## src/design/ted_pkg.sv

```systemverilog
// Shared types and constants for the text encoding detector.
// No dependencies; imported by every module of the block.
`default_nettype none

package ted_pkg;

  // Result codes
  typedef enum logic [2:0] {
    ENC_UNKNOWN  = 3'd0,
    ENC_UTF8_BOM = 3'd1,
    ENC_UTF32LE  = 3'd2,
    ENC_UTF32BE  = 3'd3,
    ENC_UTF16LE  = 3'd4,
    ENC_UTF16BE  = 3'd5,
    ENC_UTF8     = 3'd6,
    ENC_SJIS     = 3'd7
  } enc_t;

  // Allowed range of the next UTF-8 continuation byte
  typedef enum logic [2:0] {
    U8C_ANY  = 3'd0,  // 80-BF
    U8C_A0BF = 3'd1,
    U8C_809F = 3'd2,
    U8C_90BF = 3'd3,
    U8C_808F = 3'd4
  } u8_class_t;

  localparam int HeadDepth = 4;

  // Byte-order marks
  localparam logic [7:0] BomUtf8B0 = 8'hEF;
  localparam logic [7:0] BomUtf8B1 = 8'hBB;
  localparam logic [7:0] BomUtf8B2 = 8'hBF;
  localparam logic [7:0] BomFF     = 8'hFF;
  localparam logic [7:0] BomFE     = 8'hFE;
  localparam logic [7:0] BomZero   = 8'h00;

  function automatic logic in_range(input logic [7:0] b, input logic [7:0] lo,
                                    input logic [7:0] hi);
    return (b >= lo) && (b <= hi);
  endfunction

endpackage

`default_nettype wire

```

## src/design/ted_head.sv

```systemverilog
// Holds the first four bytes of a buffer and matches byte-order marks.
// Depends on ted_pkg.
`default_nettype none

module ted_head (
  input  wire logic             clk,
  input  wire logic             rst,
  input  wire logic             step,      // item processed this cycle
  input  wire logic             take,      // item carries a byte
  input  wire logic             clear,     // item ends the buffer
  input  wire logic [7:0]       data_byte,
  output ted_pkg::enc_t         bom_next,  // mark code including this byte
  output logic                  nonempty_next
);
  import ted_pkg::*;

  logic [7:0] head_bytes [HeadDepth];
  logic [7:0] head_bytes_next [HeadDepth];
  logic [2:0] head_count;
  logic [2:0] head_count_next;

  always_comb begin
    head_bytes_next = head_bytes;
    head_count_next = head_count;
    if (take && (head_count < 3'(HeadDepth))) begin
      head_bytes_next[head_count[1:0]] = data_byte;
      head_count_next = head_count + 3'd1;
    end
  end

  assign nonempty_next = (head_count_next != 3'd0);

  always_comb begin
    bom_next = ENC_UNKNOWN;
    if (head_count_next >= 3'd3 && head_bytes_next[0] == BomUtf8B0 &&
        head_bytes_next[1] == BomUtf8B1 && head_bytes_next[2] == BomUtf8B2) begin
      bom_next = ENC_UTF8_BOM;
    end else if (head_count_next >= 3'd4 && head_bytes_next[0] == BomFF &&
                 head_bytes_next[1] == BomFE && head_bytes_next[2] == BomZero &&
                 head_bytes_next[3] == BomZero) begin
      bom_next = ENC_UTF32LE;
    end else if (head_count_next >= 3'd4 && head_bytes_next[0] == BomZero &&
                 head_bytes_next[1] == BomZero && head_bytes_next[2] == BomFE &&
                 head_bytes_next[3] == BomFF) begin
      bom_next = ENC_UTF32BE;
    end else if (head_count_next >= 3'd2 && head_bytes_next[0] == BomFF &&
                 head_bytes_next[1] == BomFE) begin
      bom_next = ENC_UTF16LE;
    end else if (head_count_next >= 3'd2 && head_bytes_next[0] == BomFE &&
                 head_bytes_next[1] == BomFF) begin
      bom_next = ENC_UTF16BE;
    end
  end

  always_ff @(posedge clk) begin
    if (rst || (step && clear)) begin
      head_count <= 3'd0;
    end else if (step) begin
      head_count <= head_count_next;
    end
  end

  // Bytes beyond the fill count are never matched
  always_ff @(posedge clk) begin
    if (step) begin
      head_bytes <= head_bytes_next;
    end
  end

endmodule

`default_nettype wire

```

## src/design/ted_utf8.sv

```systemverilog
// Strict UTF-8 validator with a saturating score of multibyte bytes.
// Depends on ted_pkg.
`default_nettype none

module ted_utf8 #(
  parameter int SCORE_WIDTH = 32
) (
  input  wire logic                   clk,
  input  wire logic                   rst,
  input  wire logic                   step,
  input  wire logic                   take,
  input  wire logic                   clear,
  input  wire logic [7:0]             data_byte,
  output logic                        ok_next,
  output logic [SCORE_WIDTH-1:0]      score_next
);
  import ted_pkg::*;

  logic [1:0]             pending, pending_next;
  u8_class_t              cls, cls_next;
  logic                   failed, failed_next;
  logic [SCORE_WIDTH-1:0] score;
  logic                   inc;
  logic                   cont_ok;

  always_comb begin
    case (cls)
      U8C_A0BF: cont_ok = in_range(data_byte, 8'hA0, 8'hBF);
      U8C_809F: cont_ok = in_range(data_byte, 8'h80, 8'h9F);
      U8C_90BF: cont_ok = in_range(data_byte, 8'h90, 8'hBF);
      U8C_808F: cont_ok = in_range(data_byte, 8'h80, 8'h8F);
      default:  cont_ok = in_range(data_byte, 8'h80, 8'hBF);
    endcase
  end

  always_comb begin
    pending_next = pending;
    cls_next     = cls;
    failed_next  = failed;
    inc          = 1'b0;
    if (take && !failed) begin
      if (pending != 2'd0) begin
        if (!cont_ok) begin
          failed_next = 1'b1;
        end else begin
          cls_next     = U8C_ANY;
          pending_next = pending - 2'd1;
          inc          = 1'b1;
        end
      end else if (data_byte[7]) begin
        inc = 1'b1;
        if (in_range(data_byte, 8'hC2, 8'hDF)) begin
          pending_next = 2'd1; cls_next = U8C_ANY;
        end else if (data_byte == 8'hE0) begin
          pending_next = 2'd2; cls_next = U8C_A0BF;
        end else if (data_byte == 8'hED) begin
          pending_next = 2'd2; cls_next = U8C_809F;
        end else if (in_range(data_byte, 8'hE1, 8'hEF)) begin
          pending_next = 2'd2; cls_next = U8C_ANY;
        end else if (data_byte == 8'hF0) begin
          pending_next = 2'd3; cls_next = U8C_90BF;
        end else if (in_range(data_byte, 8'hF1, 8'hF3)) begin
          pending_next = 2'd3; cls_next = U8C_ANY;
        end else if (data_byte == 8'hF4) begin
          pending_next = 2'd3; cls_next = U8C_808F;
        end else begin
          failed_next = 1'b1;
          inc         = 1'b0;
        end
      end
    end
  end

  // Saturating count
  assign score_next = (inc && score != {SCORE_WIDTH{1'b1}}) ?
                      score + SCORE_WIDTH'(1) : score;
  assign ok_next    = !failed_next && (pending_next == 2'd0);

  always_ff @(posedge clk) begin
    if (rst || (step && clear)) begin
      pending <= 2'd0;
      cls     <= U8C_ANY;
      failed  <= 1'b0;
      score   <= '0;
    end else if (step) begin
      pending <= pending_next;
      cls     <= cls_next;
      failed  <= failed_next;
      score   <= score_next;
    end
  end

endmodule

`default_nettype wire

```

## src/design/ted_sjis.sv

```systemverilog
// Shift-JIS validator with a saturating score of half-width kana bytes.
// Depends on ted_pkg.
`default_nettype none

module ted_sjis #(
  parameter int SCORE_WIDTH = 32
) (
  input  wire logic                   clk,
  input  wire logic                   rst,
  input  wire logic                   step,
  input  wire logic                   take,
  input  wire logic                   clear,
  input  wire logic [7:0]             data_byte,
  output logic                        ok_next,
  output logic [SCORE_WIDTH-1:0]      score_next
);
  import ted_pkg::*;

  logic                   lead_seen, lead_seen_next;
  logic                   failed, failed_next;
  logic [SCORE_WIDTH-1:0] score;
  logic                   inc;

  always_comb begin
    lead_seen_next = lead_seen;
    failed_next    = failed;
    inc            = 1'b0;
    if (take && !failed) begin
      if (lead_seen) begin
        lead_seen_next = 1'b0;
        if (!(in_range(data_byte, 8'h40, 8'h7E) || in_range(data_byte, 8'h80, 8'hFC))) begin
          failed_next = 1'b1;
        end
      end else if (data_byte[7]) begin
        if (in_range(data_byte, 8'hA1, 8'hDF)) begin
          inc = 1'b1;
        end else if (in_range(data_byte, 8'h81, 8'h9F) ||
                     in_range(data_byte, 8'hE0, 8'hFC)) begin
          lead_seen_next = 1'b1;
        end else begin
          failed_next = 1'b1;
        end
      end
    end
  end

  assign score_next = (inc && score != {SCORE_WIDTH{1'b1}}) ?
                      score + SCORE_WIDTH'(1) : score;
  assign ok_next    = !failed_next && !lead_seen_next;

  always_ff @(posedge clk) begin
    if (rst || (step && clear)) begin
      lead_seen <= 1'b0;
      failed    <= 1'b0;
      score     <= '0;
    end else if (step) begin
      lead_seen <= lead_seen_next;
      failed    <= failed_next;
      score     <= score_next;
    end
  end

endmodule

`default_nettype wire

```

## src/design/text_encoding_detector.sv

```systemverilog
// Top level of the text encoding detector: stream ports, input and result registers.
// Depends on ted_pkg, ted_head, ted_utf8 and ted_sjis.
`default_nettype none

// Text encoding detector. Feed a buffer one byte per item on the s_ side; the item
// with s_tlast high ends the buffer and, once it leaves the input register, the block
// offers one encoding code on the m_ side: a byte-order mark among the first four bytes wins
// (UTF-8, UTF-32LE, UTF-32BE, UTF-16LE, UTF-16BE, checked in that order); without
// a mark, a strict UTF-8 checker and a Shift-JIS checker run in parallel and the
// one that did not fail wins, the higher score winning when both pass and UTF-8
// taking ties. A buffer with no byte gives unknown. An item with s_tuser low
// carries no byte and only serves as a bare end marker when s_tlast is high.
// Throughput is one item per clock unless the input stalls: each item is registered,
// then its checker updates and the final decision settle into the state and result
// registers. The result register loads as the last item leaves the input register,
// and m_tvalid is set by that same load. The input stalls only while a finished
// result waits in the output register and another last item needs it.
module text_encoding_detector #(
  parameter int SCORE_WIDTH = 32
) (
  input  wire logic       clk,
  input  wire logic       rst,
  input  wire logic       s_tvalid,
  output logic            s_tready,
  input  wire logic [7:0] s_tdata,   // [7:0] data_byte
  input  wire logic       s_tuser,   // [0] byte_present
  input  wire logic       s_tlast,   // last_byte
  output logic            m_tvalid,
  input  wire logic       m_tready,
  output logic [7:0]      m_tdata    // [2:0] encoding, [7:3] zero
);
  import ted_pkg::*;

  // Input register
  logic       in_valid;
  logic [7:0] in_byte;
  logic       in_present;
  logic       in_last;

  // Result register
  enc_t       res;

  logic       out_free;
  logic       step;
  logic       take;

  enc_t                   bom_next;
  logic                   nonempty_next;
  logic                   u8_ok, sj_ok;
  logic [SCORE_WIDTH-1:0] u8_score, sj_score;
  enc_t                   decision;

  // Advance the held item unless it ends a buffer and the result slot is full
  assign out_free = !m_tvalid || m_tready;
  assign step     = in_valid && (!in_last || out_free);
  assign take     = step && in_present;
  assign s_tready = !in_valid || step;

  always_ff @(posedge clk) begin
    if (rst) begin
      in_valid <= 1'b0;
    end else if (s_tready) begin
      in_valid <= s_tvalid;
    end
  end

  always_ff @(posedge clk) begin
    if (s_tready && s_tvalid) begin
      in_byte    <= s_tdata;
      in_present <= s_tuser;
      in_last    <= s_tlast;
    end
  end

  ted_head u_head (
    .clk           (clk),
    .rst           (rst),
    .step          (step),
    .take          (take),
    .clear         (in_last),
    .data_byte     (in_byte),
    .bom_next      (bom_next),
    .nonempty_next (nonempty_next)
  );

  ted_utf8 #(.SCORE_WIDTH(SCORE_WIDTH)) u_utf8 (
    .clk        (clk),
    .rst        (rst),
    .step       (step),
    .take       (take),
    .clear      (in_last),
    .data_byte  (in_byte),
    .ok_next    (u8_ok),
    .score_next (u8_score)
  );

  ted_sjis #(.SCORE_WIDTH(SCORE_WIDTH)) u_sjis (
    .clk        (clk),
    .rst        (rst),
    .step       (step),
    .take       (take),
    .clear      (in_last),
    .data_byte  (in_byte),
    .ok_next    (sj_ok),
    .score_next (sj_score)
  );

  // Decide from the state as it stands after the current byte
  always_comb begin
    if (!nonempty_next) begin
      decision = ENC_UNKNOWN;
    end else if (bom_next != ENC_UNKNOWN) begin
      decision = bom_next;
    end else if (u8_ok && sj_ok) begin
      decision = (sj_score > u8_score) ? ENC_SJIS : ENC_UTF8;
    end else if (u8_ok) begin
      decision = ENC_UTF8;
    end else if (sj_ok) begin
      decision = ENC_SJIS;
    end else begin
      decision = ENC_UNKNOWN;
    end
  end

  // Result register: load on a last item, drop once taken
  always_ff @(posedge clk) begin
    if (rst) begin
      m_tvalid <= 1'b0;
    end else if (step && in_last) begin
      m_tvalid <= 1'b1;
    end else if (m_tready) begin
      m_tvalid <= 1'b0;
    end
  end

  always_ff @(posedge clk) begin
    if (step && in_last) begin
      res <= decision;
    end
  end

  assign m_tdata = {5'd0, res};

endmodule

`default_nettype wire

```

## config.mk

```make
export PLATFORM = sky130hd
export DESIGN_NAME = text_encoding_detector
export DESIGN_NICKNAME = d
export VERILOG_FILES = /design/src/design/ted_pkg.sv /design/src/design/ted_head.sv /design/src/design/ted_utf8.sv /design/src/design/ted_sjis.sv /design/src/design/text_encoding_detector.sv
export SDC_FILE = /design/constraint.sdc
export NUM_CORES = 1
export LEC_CHECK = 0
export BUFFER_PORTS_ARGS = -buffer_cell sky130_fd_sc_hd__buf_2
export CORE_MARGIN = 3
export CORE_UTILIZATION = 40
export DETAILED_ROUTE_END_ITERATION = 7
export PLACE_DENSITY = 0.63
export SYNTH_ARGS = -nofsm -noshare
export SYNTH_HDL_FRONTEND = slang
export SYNTH_HIERARCHICAL = 1
export SYNTH_SLANG_ARGS = --single-unit
```

## constraint.sdc

```tcl
create_clock -name clk -period 8.42 [get_ports clk]
set_input_delay 0.842 -clock clk [delete_from_list [all_inputs] [get_ports clk]]
set_output_delay 0.842 -clock clk [all_outputs]
set_load 0.005 [all_outputs]
```

==> results of run 1 <==
per-layer routing:
layer	up-vias	routed length, µm	global-route usage
li1	3849	-	-
met1	3725	11220	0.2740
met2	214	9774	0.2757
met3	15	1066	0.03245
met4	0	245	0.05551
met5	-	0	0
worst max path at each step:
stage | start | endpoint | cells past startpoint
after floorplan | m_tready | res[0]$_SDFFCE_PN0P_ | 17
after global placement | m_tready | res[0]$_SDFFCE_PN0P_ | 15
after detailed placement | m_tready | res[0]$_SDFFCE_PN0P_ | 15
after CTS | in_last$_DFFE_PP_ | res[0]$_SDFFCE_PN0P_ | 13
after global routing | in_last$_DFFE_PP_ | res[0]$_SDFFCE_PN0P_ | 13
final | in_last$_DFFE_PP_ | res[0]$_SDFFCE_PN0P_ | 13
power by group through the flow:
stage                     logic [µW]  registers (µW)  clock network (µW)
after floorplan                 51.1             645                   0
after global placement          67.2             650                   0
after detailed placement        68.0             650                   0
after CTS                       68.3             637                 761
after global routing            76.2             639                 786
final                           68.7             637                 746
critical path: cells and delay by family, from the launching register on:
family	cells	cell delay (ns)
compound gates	4	0.75
flops	1	0.57
fa+ha+maj	1	0.29
simple gates	7	2.71
mux	1	0.37
per-stage QoR:
step                      hold WS (ns)  setup slack, ns  std cells
after detailed placement        0.4939            3.235       1289
after CTS                       0.5020            3.577       1321
final                           0.5020            3.448       1321
after floorplan                 0.4610            4.559       1046
after global routing            0.5329            3.112       1321
after global placement          0.4874            3.393       1289
sequential cells by signal, summed over array words and instances, names as in the netlist, 2 cells and up:
| signal | cells |
|---|---|
| u_head/head_bytes | 32 |
| u_sjis/score | 32 |
| u_utf8/score | 32 |
| in_byte | 8 |
| res | 3 |
| u_head/head_count | 3 |
| u_utf8/cls | 3 |
| u_utf8/pending | 2 |
synth_stat cells (10+ instances only):
cell type / n
nor4_1: 15
nand3_1: 35
or3_1: 24
and3_1: 16
mux2i_1: 21
dfxtp_1: 77
buf_6: 10
nand3b_1: 12
buf_4: 15
o21ai_0: 26
a31oi_1: 13
and4_1: 11
nor2_1: 64
ha_1: 39
or4_1: 31
a21oi_1: 78
xnor2_1: 29
xor2_1: 34
edfxtp_1: 45
inv_1: 64
o31ai_1: 37
nand4_1: 36
nand2_1: 85
clkbuf_1: 24
buf_2: 11
nor3_1: 39
area by class of cell:
| cell class | count | area (µm²) | share of cell area |
|---|---|---|---|
| well taps | 280 | 350.3 | 0.03613 |
| inverters | 64 | 240.2 | 0.02477 |
| clock inverters | 15 | 173.9 | 0.01794 |
| multi-input cells | 796 | 5456 | 0.5627 |
| flip-flops and latches | 122 | 2893 | 0.2983 |
| repair buffers | 27 | 157.7 | 0.01626 |
| clock buffers | 17 | 425.4 | 0.04387 |
logic make-up (layout without fill, tap and decap cells):
logic type,count (synthesis),count (layout),synth area share
muxes,35,35,0.04182
and+or+nand+nor,440,440,0.2922
DFF,122,122,0.3223
xor gates and xnor gates,63,63,0.06147
AOI/OAI and AO/OA,213,213,0.1544
adders and majority gates,40,40,0.05548
buffers and inverters,128,123,0.07193
other,1,5,0.0004178
==> insert_results.sql, run 1 <==
INSERT INTO impl_metrics (metric_group, metric, value, unit) VALUES
('outcome', 'outcome', 'finished clean', ''),
('timing', 'grt_setup_unrepaired', 'false', ''),
('timing', 'finalHoldViolCount', '0', ''),
('routing', 'routedWlPerCell', '16.88', 'µm'),
('die', 'die_height', '155.8', 'µm'),
('clocking', 'clock-sinks', '122', ''),
('cells_and_area', 'finalCoreUtilization', '0.4416', ''),
('cells_and_area', 'area_growth', '8.029', '%'),
('clocking', 'cts_tree', 'done', ''),
('job', 'drv_cap', '0', ''),
('worst_hold_path', 'worstHoldPathCells', '2', ''),
('placed_design', 'globalplace.congestion', '0.8858', ''),
('worst_setup_path', 'critPathMaxFanout', '28', ''),
('clocking', 'ctsRootBufferMaster', 'clkbuf_16', ''),
('worst_setup_path', 'register_to_register_setup_slack', '3.45', 'ns'),
('timing', 'min_period', '4.972', 'ns'),
('grt', 'global_route_wire_length_before_repair', '36.98', 'mm'),
('cells_and_area', 'finalInstanceArea', '9697', 'µm²'),
('logic_synthesis', 'number_of_flops_mapped_to_enable_cells_by_yosys', '45', ''),
('power', 'sequential_group_share_of_total_power', '0.439', ''),
('clocking', 'cts_buffers', '17', ''),
('die', 'ios', '24', ''),
('worst_setup_path', 'critical-path-max-stage-delay', '0.67', 'ns'),
('timing', 'achievable_frequency', '201.1', 'MHz'),
('clocking', 'cts_repair_resize_count', '0', ''),
('logic_synthesis', 'async_reset_ff_frac', '0', ''),
('worst_setup_path', 'cp-start-kind', 'register', ''),
('power', 'net-switching-power', '381.8', 'µW'),
('die', 'die-width', '155.8', 'µm'),
('routing', 'detailedRoute.firstPassIterationCount', '5', ''),
('logic_synthesis', 'synth_area_per_cell', '8.614', 'µm²'),
('worst_hold_path', 'min_to', 'u_utf8/pending[0]$_SDFFE_PP0P_', ''),
('power', 'powerDensity', '149.8', 'nW/µm²'),
('die', 'full_die_area', '24270', 'µm²'),
('logic_synthesis', 'synthesized_instance_count', '1042', ''),
('clocking', 'clk_transition_reported_paths', '0.07', 'ns'),
('logic_synthesis', 'ys_dominant_reg_cell', 'dfxtp_1', ''),
('power', 'power.leakage', '0.003658', 'µW'),
('power', 'vdd_ir_drop_max', '135.7', 'µV'),
('grt', 'via_count_of_the_first_global_routing_pass', '7051', ''),
('clocking', 'cts.hold.buffers_added', '0', ''),
('placed_design', 'placed_area', '9097', 'µm²'),
('power', 'power', '1452', 'µW'),
('logic_synthesis', 'synth_largest_area_cell', 'dfxtp_1', ''),
('worst_setup_path', 'crit-reg2reg-capture', 'res[0]$_SDFFCE_PN0P_', ''),
('clocking', 'cts_buffer_depth', '2', ''),
('worst_setup_path', 'crit-reg2reg-launch', 'in_last$_DFFE_PP_', ''),
('cells_and_area', 'final_cell_mix', 'nand2_1, a21oi_1, dfxtp_1, inv_1, nor2_1', ''),
('routing', 'detail_route.drc_violations', '0', ''),
('worst_setup_path', 'crit_chain', 'nand2_1 > and3_1 > nand4bb_1 > nor3_1 > nand2_1 > nor2_1 > mux2_1 > ha_1 > nor2b_1 > o211ai_1 > a21boi_2 > o41ai_1 > a31oi_1', ''),
('die', 'core-area', '21960', 'µm²'),
('timing', 'timing_max_transition_violations_final', '0', ''),
('grt', 'largest_net_degree_at_the_start_of_global_routing', '53', ''),
('timing', 'timing_worst_slew_pin_value', '1.030', 'ns'),
('logic_synthesis', 'yosys.cell_types.count', '89', ''),
('power', 'power.switching_fraction', '0.2629', ''),
('logic_synthesis', 'netlist_top_cells_area', 'dfxtp_1, edfxtp_1, ha_1', ''),
('routing', 'drt_iter0_drc', '785', ''),
('worst_setup_path', 'critical-path-slowest-cell', 'nand2_1', ''),
('cells_and_area', 'nets', '1081', ''),
('worst_hold_path', 'hp-start', 'u_utf8/pending[0]$_SDFFE_PP0P_', ''),
('placed_design', 'place.detailed.hpwl', '15.38', 'mm'),
('routing', 'post_drt_via_cell_ratio', '5.907', ''),
('power', 'power.internal', '1071', 'µW'),
('logic_synthesis', 'synth_seq_area_share', '0.3223', ''),
('timing', 'max_slew_margin', '0.3132', ''),
('timing', 'setup-tns-final', '0', 'ns'),
('worst_setup_path', 'critical-path-top-cell-by-count', 'nand2_1', ''),
('timing', 'finalCritPeriodShare', '0.5905', ''),
('clocking', 'cts.repair_timing.setup_buffer_count', '0', ''),
('cells_and_area', 'layout_commonest_cell', 'nand2_1', '');
(Power assumes the default switching activity.)
==> run 2, diff against run 1 <==
clock period = 4.6 ns   (was 8.42 ns; I/O delays follow)
==> run 2 against run 1 <==
Net effect:
- combinational power grew 120%
- clock skew about the same
- sequential power is 81% higher
- via count grew 1.0%
- cell count up 1.2%
- non-clock buffer count up 16
- maximum frequency grew 20%
- sequential cell count did not move
==> insert_results.sql, run 2 (synthesized netlist as in run 1, its figures left out) <==
INSERT INTO impl_metrics (metric_group, metric, value, unit) VALUES
('job', 'drv_cap', '0', ''),
('routing', 'antenna_violating_nets_post_route', '0', ''),
('worst_hold_path', 'worstHoldPathCells', '1', ''),
('power', 'power', '2645', 'µW'),
('worst_hold_path', 'hold_path_class', 'primary input to register', ''),
('worst_setup_path', 'timing.critical_path.arrival', '4.31', 'ns'),
('clocking', 'cts_tree', 'done', ''),
('power', 'powerDensity', '269.7', 'nW/µm²'),
('clocking', 'clk_transition_reported_paths', '0.06', 'ns'),
('worst_setup_path', 'critical-path-max-stage-delay', '0.71', 'ns'),
('timing', 'clock_skew', '0.006876', 'ns'),
('worst_setup_path', 'critPathMaxFanout', '9', ''),
('clocking', 'cts_buffers', '17', ''),
('grt', 'via_count_of_the_first_global_routing_pass', '7111', ''),
('outcome', 'outcome', 'finished clean', ''),
('timing', 'timing_worst_slew_pin_value', '1.174', 'ns'),
('routing', 'detailedRoute.firstPassIterationCount', '6', ''),
('placed_design', 'place.detailed.hpwl', '16.07', 'mm'),
('worst_setup_path', 'worst_r2r_path_depth', '14', ''),
('worst_setup_path', 'cp-start-kind', 'register', ''),
('clocking', 'cts_max_level', '4', ''),
('power', 'power.leakage', '0.003724', 'µW'),
('die', 'die_height', '155.8', 'µm'),
('cells_and_area', 'final_cell_mix', 'nand2_1, a21oi_1, dfxtp_1, inv_1, nor2_1', ''),
('timing', 'achievable_frequency', '241.3', 'MHz'),
('routing', 'post_drt_via_cell_ratio', '5.895', ''),
('timing', 'timing_max_transition_violations_final', '0', ''),
('routing', 'routed_wirelength', '22.69', 'mm'),
('timing', 'max_slew_margin', '0.2137', ''),
('timing', 'finalHoldViolCount', '0', ''),
('die', 'die-width', '155.8', 'µm'),
('cells_and_area', 'drive_above_1_share', '0.1220', ''),
('worst_setup_path', 'register_to_register_setup_slack', '0.46', 'ns'),
('placed_design', 'globalplace.congestion', '0.8514', ''),
('grt', 'global_route_wire_length_before_repair', '37.00', 'mm'),
('worst_setup_path', 'worstSetupPathType', 'register to register', ''),
('cells_and_area', 'largestRegisters', 'u_head/head_bytes x32, u_sjis/score x32, u_utf8/score x32', ''),
('cells_and_area', 'area_growth', '9.256', '%'),
('worst_setup_path', 'sort_of_element_at_the_end_of_the_critical_path', 'register', ''),
('die', 'core-area', '21960', 'µm²'),
('grt', 'grt_usage', '0.1865', ''),
('worst_setup_path', 'crit-reg2reg-capture', 'res[0]$_SDFFCE_PN0P_', ''),
('timing', 'timing.final.setup_violations', '0', ''),
('cells_and_area', 'fillerInstances', '2087', ''),
('grt', 'globalRoute.totalOverflow', '0', ''),
('timing', 'setup-tns-final', '0', 'ns'),
('worst_setup_path', 'required', '4.76', 'ns'),
('cells_and_area', 'layout_commonest_cell', 'nand2_1', ''),
('worst_setup_path', 'path_buf_inv', '2', ''),
('placed_design', 'placed_area', '9208', 'µm²'),
('clocking', 'ctsRootBufferMaster', 'clkbuf_16', ''),
('routing', 'detail_route.drc_violations', '0', ''),
('routing', 'via_count', '7881', ''),
('power', 'vdd_ir_drop_max', '244.6', 'µV'),
('cells_and_area', 'nets', '1097', ''),
('clocking', 'clock_insertion_delay_at_the_later_pin_of_the_skew_report', '0.43', 'ns'),
('timing', 'min_period', '4.144', 'ns'),
('timing', 'finalCritPeriodShare', '0.9008', ''),
('routing', 'routedWlPerCell', '16.97', 'µm'),
('worst_setup_path', 'crit-reg2reg-launch', 'in_byte[5]$_DFFE_PP_', ''),
('die', 'floorplan.initialDensity', '0.4088', ''),
('worst_setup_path', 'crit_chain', 'nor4bb_1 > a2111oi_2 > o21ai_1 > o31ai_2 > buf_4 > nand2_1 > xnor2_1 > inv_1 > ha_1 > nand4_2 > nor2_1 > o2bb2ai_1 > o41ai_1 > a31oi_1', ''),
('worst_hold_path', 'min_to', 'in_last$_DFFE_PP_', ''),
('cells_and_area', 'finalInstanceArea', '9807', 'µm²'),
('worst_setup_path', 'critical_path.top_delay_family', 'compound AO/OA/AOI/OAI gates', ''),
('placed_design', 'portBuffers', '18', ''),
('worst_hold_path', 'hp-start', 's_tlast', ''),
('clocking', 'cts_repair_resize_count', '0', ''),
('die', 'full_die_area', '24270', 'µm²'),
('timing', 'grt_setup_unrepaired', 'false', ''),
('timing', 'finalHoldWorstSlack', '0.2015', 'ns'),
('grt', 'antenna_found_initial', '0', ''),
('routing', 'drt_iter0_drc', '783', ''),
('clocking', 'clock-sinks', '122', ''),
('worst_setup_path', 'critical-path-slowest-cell', 'o31ai_2', ''),
('cells_and_area', 'number_of_antenna_cells_inserted', '0', ''),
('clocking', 'cts_buffer_depth', '2', ''),
('die', 'ios', '24', ''),
('grt', 'largest_net_degree_at_the_start_of_global_routing', '51', ''),
('die', 'core.rowCount', '54', '');
-- run 2: final cells by class --
cell class | instances | area, µm² | area share
Multi-Input combinational cell | 796 | 5456 | 0.5564
Inverter | 64 | 240.2 | 0.02450
Tap cell | 280 | 350.3 | 0.03572
Timing Repair Buffer | 43 | 290.3 | 0.02960
Sequential cell | 122 | 2893 | 0.2950
Clock buffer | 17 | 425.4 | 0.04338
Clock inverter | 15 | 151.4 | 0.01544
-- run 2: power breakdown --
group / total, µW / internal [µW] / leakage [µW] / switching (µW)
Clock: 1340 / 762 / 0.000280 / 582
Sequential: 1150 / 1140 / 0.00105 / 12.2
Combinational: 148 / 46.1 / 0.00240 / 102
-- run 2: worst max path at each step --
| stage | depth (start not counted) | slack [ns] | to | start |
|---|---|---|---|---|
| final | 14 | 0.46 | res[0]$_SDFFCE_PN0P_ | in_byte[5]$_DFFE_PP_ |
| after global routing | 14 | 0.24 | res[0]$_SDFFCE_PN0P_ | in_byte[5]$_DFFE_PP_ |
| after CTS | 14 | 0.37 | res[0]$_SDFFCE_PN0P_ | u_utf8/score[0]$_SDFFE_PP0P_ |
| after detailed placement | 17 | 0.41 | res[0]$_SDFFCE_PN0P_ | m_tready |
| after global placement | 17 | 0.42 | res[0]$_SDFFCE_PN0P_ | m_tready |
| after floorplan | 15 | 1.01 | res[0]$_SDFFCE_PN0P_ | in_byte[5]$_DFFE_PP_ |
-- run 2: metal layers --
metal | track usage | vias up | part of all wire
li1 | - | 3890 | -
met4 | 0.04205 | 0 | 0.0083
met2 | 0.2767 | 217 | 0.42
met1 | 0.2839 | 3755 | 0.51
met5 | 0 | - | 0
met3 | 0.02996 | 19 | 0.060
-- run 2: metrics by stage --
step	utilization	cells	setup WS, ns
finish	0.4466	1337	0.4563
floorplan	-	1046	1.010
global route	0.4466	1337	0.2423
detailed placement	0.4193	1302	0.4052
global placement	0.4193	1302	0.4229
CTS	0.4456	1334	0.3737
-- run 2: timing repair --
action	in CTS	in global routing
hold buffers	0	0
hold endpoints to repair	0	0
setup buffers	0	3
setup endpoints to repair	0	1
